### config.mk
export PLATFORM = sky130hd
export DESIGN_NAME = ctds_div
export DESIGN_NICKNAME = d
export VERILOG_FILES = /design/src/rtl/core/ctds_pkg.sv /design/src/rtl/core/ctds_div.sv
export SDC_FILE = /design/constraint.sdc
export NUM_CORES = 1
export LEC_CHECK = 0
export BUFFER_PORTS_ARGS = -buffer_cell sky130_fd_sc_hd__buf_4
export CAP_MARGIN = 20
export CORE_MARGIN = 5
export CORE_UTILIZATION = 59
export DETAILED_ROUTE_END_ITERATION = 10
export MAX_ROUTING_LAYER = met4
export PLACE_DENSITY = 0.91
export SYNTH_ARGS = -nofsm -noshare
export SYNTH_HDL_FRONTEND = slang
export SYNTH_SLANG_ARGS = --single-unit
### constraint.sdc
create_clock -name aclk -period 7 [get_ports aclk]
set_input_delay 0.35 -clock aclk [delete_from_list [all_inputs] [get_ports aclk]]
set_output_delay 0.35 -clock aclk [all_outputs]
set_load 0.05 [all_outputs]
### src/rtl/core/ctds_pkg.sv
// Shared types and constants for the Coulomb trap descent step block.
package ctds_pkg;

    // Bit-serial divider operand width
    localparam int DIV_W = 64;

    // Configuration register indexes
    localparam int CFG_IDX_W = 3;
    localparam logic [CFG_IDX_W-1:0] REG_DIM_MODE    = 3'd0;
    localparam logic [CFG_IDX_W-1:0] REG_CHARGE_IMB  = 3'd1;
    localparam logic [CFG_IDX_W-1:0] REG_SOFT_SQ     = 3'd2;
    localparam logic [CFG_IDX_W-1:0] REG_STEP_SIZE   = 3'd3;
    localparam logic [CFG_IDX_W-1:0] REG_FIRST_MOB   = 3'd4;
    localparam logic [CFG_IDX_W-1:0] REG_PART_COUNT  = 3'd5;

    // Mode code that holds x
    localparam logic [1:0] MODE_HOLD_X = 2'd2;

    // Unit charge factor, Q4.12
    localparam logic [15:0] UNIT_Q12 = 16'd4096;

    typedef struct packed {
        logic             start;
        logic [DIV_W-1:0] dividend;
        logic [DIV_W-1:0] divisor;
    } div_req_t;

    typedef struct packed {
        logic             done;
        logic [DIV_W-1:0] quot;
    } div_rsp_t;

endpackage

### src/rtl/core/ctds_div.sv
// Restoring bit-serial unsigned divider, one quotient bit per cycle.
module ctds_div
    import ctds_pkg::*;
(
    input  logic     aclk,
    input  logic     aresetn,
    input  div_req_t req,
    output div_rsp_t rsp
);

    localparam int CW = $clog2(DIV_W);

    logic             busy_reg;
    logic             done_reg;
    logic [CW-1:0]    cnt_reg;
    logic [DIV_W-1:0] dvd_reg;
    logic [DIV_W-1:0] dvs_reg;
    logic [DIV_W-1:0] rem_reg;
    logic [DIV_W-1:0] quot_reg;

    logic [DIV_W:0]   rem_shift;
    logic             fits;

    assign rem_shift = {rem_reg, dvd_reg[DIV_W-1]};
    assign fits      = rem_shift >= {1'b0, dvs_reg};

    always_ff @(posedge aclk) begin
        if (!aresetn) begin
            busy_reg <= 1'b0;
            done_reg <= 1'b0;
            cnt_reg  <= '0;
        end else begin
            done_reg <= 1'b0;
            if (req.start) begin
                busy_reg <= 1'b1;
                cnt_reg  <= '0;
                dvd_reg  <= req.dividend;
                dvs_reg  <= req.divisor;
                rem_reg  <= '0;
                quot_reg <= '0;
            end else if (busy_reg) begin
                // remainder stays below the divisor, so the top bit drops safely
                rem_reg  <= fits ? DIV_W'(rem_shift - {1'b0, dvs_reg}) : rem_shift[DIV_W-1:0];
                quot_reg <= {quot_reg[DIV_W-2:0], fits};
                dvd_reg  <= {dvd_reg[DIV_W-2:0], 1'b0};
                cnt_reg  <= cnt_reg + 1'b1;
                if (cnt_reg == CW'(DIV_W - 1)) begin
                    busy_reg <= 1'b0;
                    done_reg <= 1'b1;
                end
            end
        end
    end

    assign rsp.done = done_reg;
    assign rsp.quot = quot_reg;

endmodule

# Word-level counts from Yosys, hierarchy flattened
# Cells that the tools add are included.
[totals] mem_count=0 rom_bits=0 ramBits=0 output_inout_bits=65 register_bits=264 wordCells=27 latchBits=0 inputBits=131
[classes] shift=0 muxes=9 n_bitwise=2 div=0 order_cmp=1 mul=0 addsub=2 eq_ne=1 n_reduce_logical=5
[ops] operator="$mux W64" count=5
[ops] operator="$ge A65 B64 Y1" count=1
[ops] operator="$sub A64 B64 Y64" count=1
[ops] operator="$add A6 B1 Y6 const B" count=1
[ops] operator="$eq A6 B6 Y1 const B" count=1
[ops] operator="$mux W1" count=4
[ops] operator="$reduce_and A2 Y1" count=2
[ops] operator="$reduce_or A3 Y1" count=1
[ops] operator="$not A1 Y1" count=2
[ops] operator="$reduce_bool A2 Y1" count=1
[ops] operator="$reduce_or A2 Y1" count=1

# Logic depth before layout (Yosys ltp)
[logic_depth] word_depth=4 depth_mapped=16 ltp_nobuf=12

# Least setup slack after synthesis
# No wires, ideal clock.
[synth_timing] path_type="input port to flip-flop" startpoint="input port req[128] (netlist name)" endpoint="register busy_reg" stages=3 setup_time_ns=0.077 required_ns=6.923 path_slack_ns=1.451 n_path_buf=1 t_arrival_ns=5.472 path_cell_list="buf_1 o21a_1 o31a_1"
[synth_via] elab_chain_cells=1
[synth_rtl] element="start, declared" line="ctds_div.sv:7" source="input div_req_t req,"
[synth_rtl] element="$mux W1" line="ctds_div.sv:34" source="if (req.start) begin"
[synth_rtl] element="end signal, assigned" line="ctds_div.sv:29" source="busy_reg <= 1'b0;"
[synth_rtl] element="end signal, assigned" line="ctds_div.sv:35" source="busy_reg <= 1'b1;"
[synth_rtl] element="end signal, assigned" line="ctds_div.sv:48" source="busy_reg <= 1'b0;"
[synth_rtl] element="end, declared" line="ctds_div.sv:13" source="logic busy_reg;"
# No other way between the ends.
# A chain may end at the register's enable or synchronous reset.

# Worst setup path after layout
[layout_timing] startpoint="register rem_reg[15]" endpoint="register rem_reg[16] (data pin)"
[layout_via] elab_chain_cells=3 elab_cells_between_ends=4 cone_classes="1 x add/sub; 1 x order compare; 2 x mux"
[layout_rtl] element="start, declared" line="ctds_div.sv:18" source="logic [DIV_W-1:0] rem_reg;"
[layout_rtl] element="start signal, assigned" line="ctds_div.sv:43" source="rem_reg <= fits ? DIV_W'(rem_shift - {1'b0, dvs_reg}) : rem_shift[DIV_W-1:0];"
[layout_rtl] element="$sub A64 B64 Y64 or $ge A65 B64 Y1 (tied branches)" line="ctds_div.sv:43, ctds_div.sv:25"
[layout_rtl] element="$mux W64 (*)" line="ctds_div.sv:43"
[layout_rtl] element="$mux W64 (*)" line="ctds_div.sv:41" source="end else if (busy_reg) begin"
# Every way passes the cells marked *; elsewhere a longest branch is shown, timed or not. The select of a mux whose other input is x is not followed.

==> flow_summary_export.csv <==
group,metric,value,unit
outcome,outcome,"complete, no violations",
clocking,numCtsBuffers,29,
job,drv_cap,0,
critical_path,crit_chain,"ha_1 -> a21oi_1 -> o21ai_0 -> nor4b_1 -> a21boi_1 -> o211ai_1 -> a21oi_2 -> a21o_1 -> buf_4 -> nor4_1 -> a311o_1",
critical_path,cp.arrival,4.59,ns
finish,nFillCells,1630,
timing,slew_viol_final,0,
floorplan,num_rows,57,
logic_synthesis,syn_inst,1310,
logic_synthesis,ys_seq_elements,264,
logic_synthesis,ys_async_sr_fraction,0,%
power_and_ir_drop,p_leak,7.00,nW
floorplan,pin_count,196,
global_routing,grt_pass1_wl,57300,microns
placed_design,portBuffers,195,
logic_synthesis,synth_edf_count,256,
clocking,clk_latency,0.56,ns
clocking,post_cts_resized,0,
finish,final_util,72.7,%
critical_path,rrSetupSlack,2.72,ns
global_routing,grt_start_max_net_pins,76,
finish,multi_input_area,6130,sq um
critical_path,critPathRequiredTime,7.31,ns
detailed_routing,drtIter0Drc,1092,
timing,relSlewSlack,37.1,%
critical_path,slowest_stage,"a21o_1",
global_routing,antenna_found_initial,0,
logic_synthesis,synth_flop_cell,"edfxtp_1",
timing,setup-violations-final,0,
finish,fin_nets,1741,
critical_path,worstPathMaxFanout,31,
clocking,cts_max_path_buffers,3,
logic_synthesis,syn_area,14500,sq um
logic_synthesis,avgSynthCellArea,11.1,sq um
timing,fmax,234,MHz
floorplan,die_x,167,microns
timing,hold_violations,0,
detailed_routing,wirelength,35500,microns
power_and_ir_drop,pwr_density_cell,256,nW/um^2
detailed_routing,antenna_left,0,
placed_design,place_congestion,1.00,
detailed_routing,wl_per_cell,18.8,microns
timing,fin_crit,4.28,ns
placed_design,place_hpwl,24000,microns
critical_path,start_kind,"flop",
finish,final_cells,1888,
critical_path,end_kind,"flop",
detailed_routing,first_pass_iters,6,
finish,ff_latch_area,7850,sq um
global_routing,grt_pass1_vias,11100,
timing,whs,0.0950,ns
clocking,cts.sinks,264,
timing,rsz0062_at_grt,"false",
timing,worst_slew_pin_slew,0.943,ns
critical_path,cp_top_family,"compound AO/OA/AOI/OAI gates",
timing,min_period_over_period,61.2,%
global_routing,overflow,0,
logic_synthesis,yosysWarnings,0,
detailed_routing,vias,11200,
worst_hold_path,hp-class,"in -> reg",
finish,syn2layout_area_growth,21.6,%
detailed_routing,drc,0,
global_routing,grt.total_usage,25.4,%
timing,finalClockSkew,0.00851,ns
placed_design,place_inst,1773,
floorplan,die_height,167,microns
clocking,cts_tree,"yes",
floorplan,die-area,27900,sq um
floorplan,core,24300,sq um
power_and_ir_drop,peakVddDrop,0.000248,V
logic_synthesis,syn_nets,1507,
critical_path,worstSetupPathType,"reg -> reg",
clocking,root_buffer,"clkbuf_16",
clocking,h-tree-depth,1,
critical_path,cpPeakStageDelay,0.73,ns
finish,n_antenna_cell,0,
clocking,post_cts_buffers,0,
floorplan,start_util,59.8,%
clocking,clkTransAtPathRegs,0.06,ns
logic_synthesis,ys_types,72,
finish,drive_gt1_share,20.9,%
detailed_routing,viasPerCell,5.92,
logic_synthesis,seq_area_frac_synth,54.0,%
critical_path,crit_buf_inv,1,
timing,tns,0,ns
==> report_power, final <==
group / switching [mW] / leakage, nW / internal [mW] / total, mW
Clock: 0.619 / 0.410 / 0.766 / 1.38
Combinational: 0.733 / 4.06 / 0.465 / 1.20
Sequential: 0.0546 / 2.53 / 1.89 / 1.95
==> per-layer routing <==
layer  GRT usage [%]  share of wire [%]  vias to the layer above
met1            32.7                 41                     5327
met4            5.83                2.4                        0
met2            41.5                 48                      471
met5               -                  0                        -
met3            5.81                8.0                       75
li1                -                  -                     5302
==> cells by family after synthesis <==
kind of cell,synth area share (%)
flip-flops,54.0
buffers and inverters,3.97
multiplexers,5.10
AND/OR/NAND/NOR,13.6
AO/OA/AOI/OAI,14.8
adder cells (fa/ha/maj),5.73
XOR/XNOR,2.83
==> cell usage in the layout (no fill, tap or decap), types with 4 or more instances in the layout <==
master | netlist | final
dfxtp_1 | 8 | 8
nand2_1 | 139 | 139
ha_1 | 65 | 65
o211ai_1 | 17 | 17
nor2_1 | 63 | 63
o21bai_1 | 14 | 14
edfxtp_1 | 256 | 256
o21ai_0 | 47 | 47
or2_2 | 4 | 4
xor2_1 | 23 | 23
nand2b_1 | 6 | 6
a311o_1 | 4 | 4
clkinv_2 | 0 | 4
nand3_1 | 31 | 31
and3_1 | 5 | 5
o21a_1 | 17 | 16
a211oi_1 | 26 | 26
a2111oi_0 | 4 | 4
buf_4 | 4 | 201
clkbuf_16 | 0 | 29
inv_1 | 78 | 78
clkbuf_1 | 41 | 10
nor2b_1 | 70 | 70
nor3_1 | 15 | 15
clkinv_1 | 0 | 4
a31oi_1 | 11 | 11
or3_1 | 11 | 11
a21oi_1 | 119 | 119
nor4_1 | 8 | 8
a41oi_1 | 5 | 5
xnor2_1 | 24 | 24
nand4_1 | 17 | 17
mux2_2 | 64 | 64
a21o_1 | 26 | 26
and2_1 | 6 | 5
o31ai_1 | 5 | 5
dlygate4sd3_1 | 0 | 64
==> layout make-up <==
type,instances,share of cell area (%)
flip-flops and latches,264,44.4
repair buffers,266,12.2
well taps,324,2.29
clock inverters,12,0.453
clock buffers,39,4.32
multi-input cells,905,34.7
inverters,78,1.66
==> path summary, 6_finish.rpt <==
kind                                                 from                   endpoint  depth (start not counted)
worst max-delay path            rem_reg[15]$_SDFFCE_PP0P_  rem_reg[16]$_SDFFCE_PP0P_                         11
worst min-delay path                              req[71]       dvd_reg[7]$_DFFE_PP_                          2
worst max register to register  rem_reg[15]$_SDFFCE_PP0P_  rem_reg[16]$_SDFFCE_PP0P_                         11
worst min register to register    cnt_reg[5]$_SDFFE_PP0P_    cnt_reg[5]$_SDFFE_PP0P_                          2
==> synth_stat cells, drive strengths merged (4+ instances only) <==
cell,n,share of area [%]
o21bai,14,0.72
nor3,15,0.52
a21oi,123,4.3
edfxtp,256,53
ha,65,5.6
nand2,141,3.7
nor2b,70,3.0
mux2,64,5.0
nand2b,6,0.26
o21ai,48,1.7
or4,5,0.31
clkbuf,42,1.1
a2111oi,4,0.24
a21boi,4,0.21
or3,11,0.47
and2,6,0.26
buf,21,0.86
nand4,17,0.73
nor2,63,1.6
inv,78,2.0
nand3,31,1.1
and3,5,0.22
o211ai,18,0.96
or2,4,0.17
o31ai,6,0.34
a311o,4,0.28
a211oi,26,1.3
a41oi,5,0.30
xnor2,24,1.4
a31oi,12,0.62
a21o,26,1.3
o21a,17,0.88
xor2,23,1.4
dfxtp,8,1.1
nor4,9,0.49
==> through the flow <==
stage               instance area [sq um]  setup WS, ns  power (mW)
floorplan                           14500          1.45        2.84
global placement                    16200          3.01        3.08
detailed placement                  16200          2.78        3.12
CTS                                 17700          2.77        4.54
global route                        17700          2.41        4.75
finish                              17700          2.72        4.53
==> repair_timing <==
item                       in CTS  in global routing
hold buffers                   64                  0
hold endpoints to repair       64                  0
setup endpoints to repair       0                  0
(Power assumes the default switching activity.)
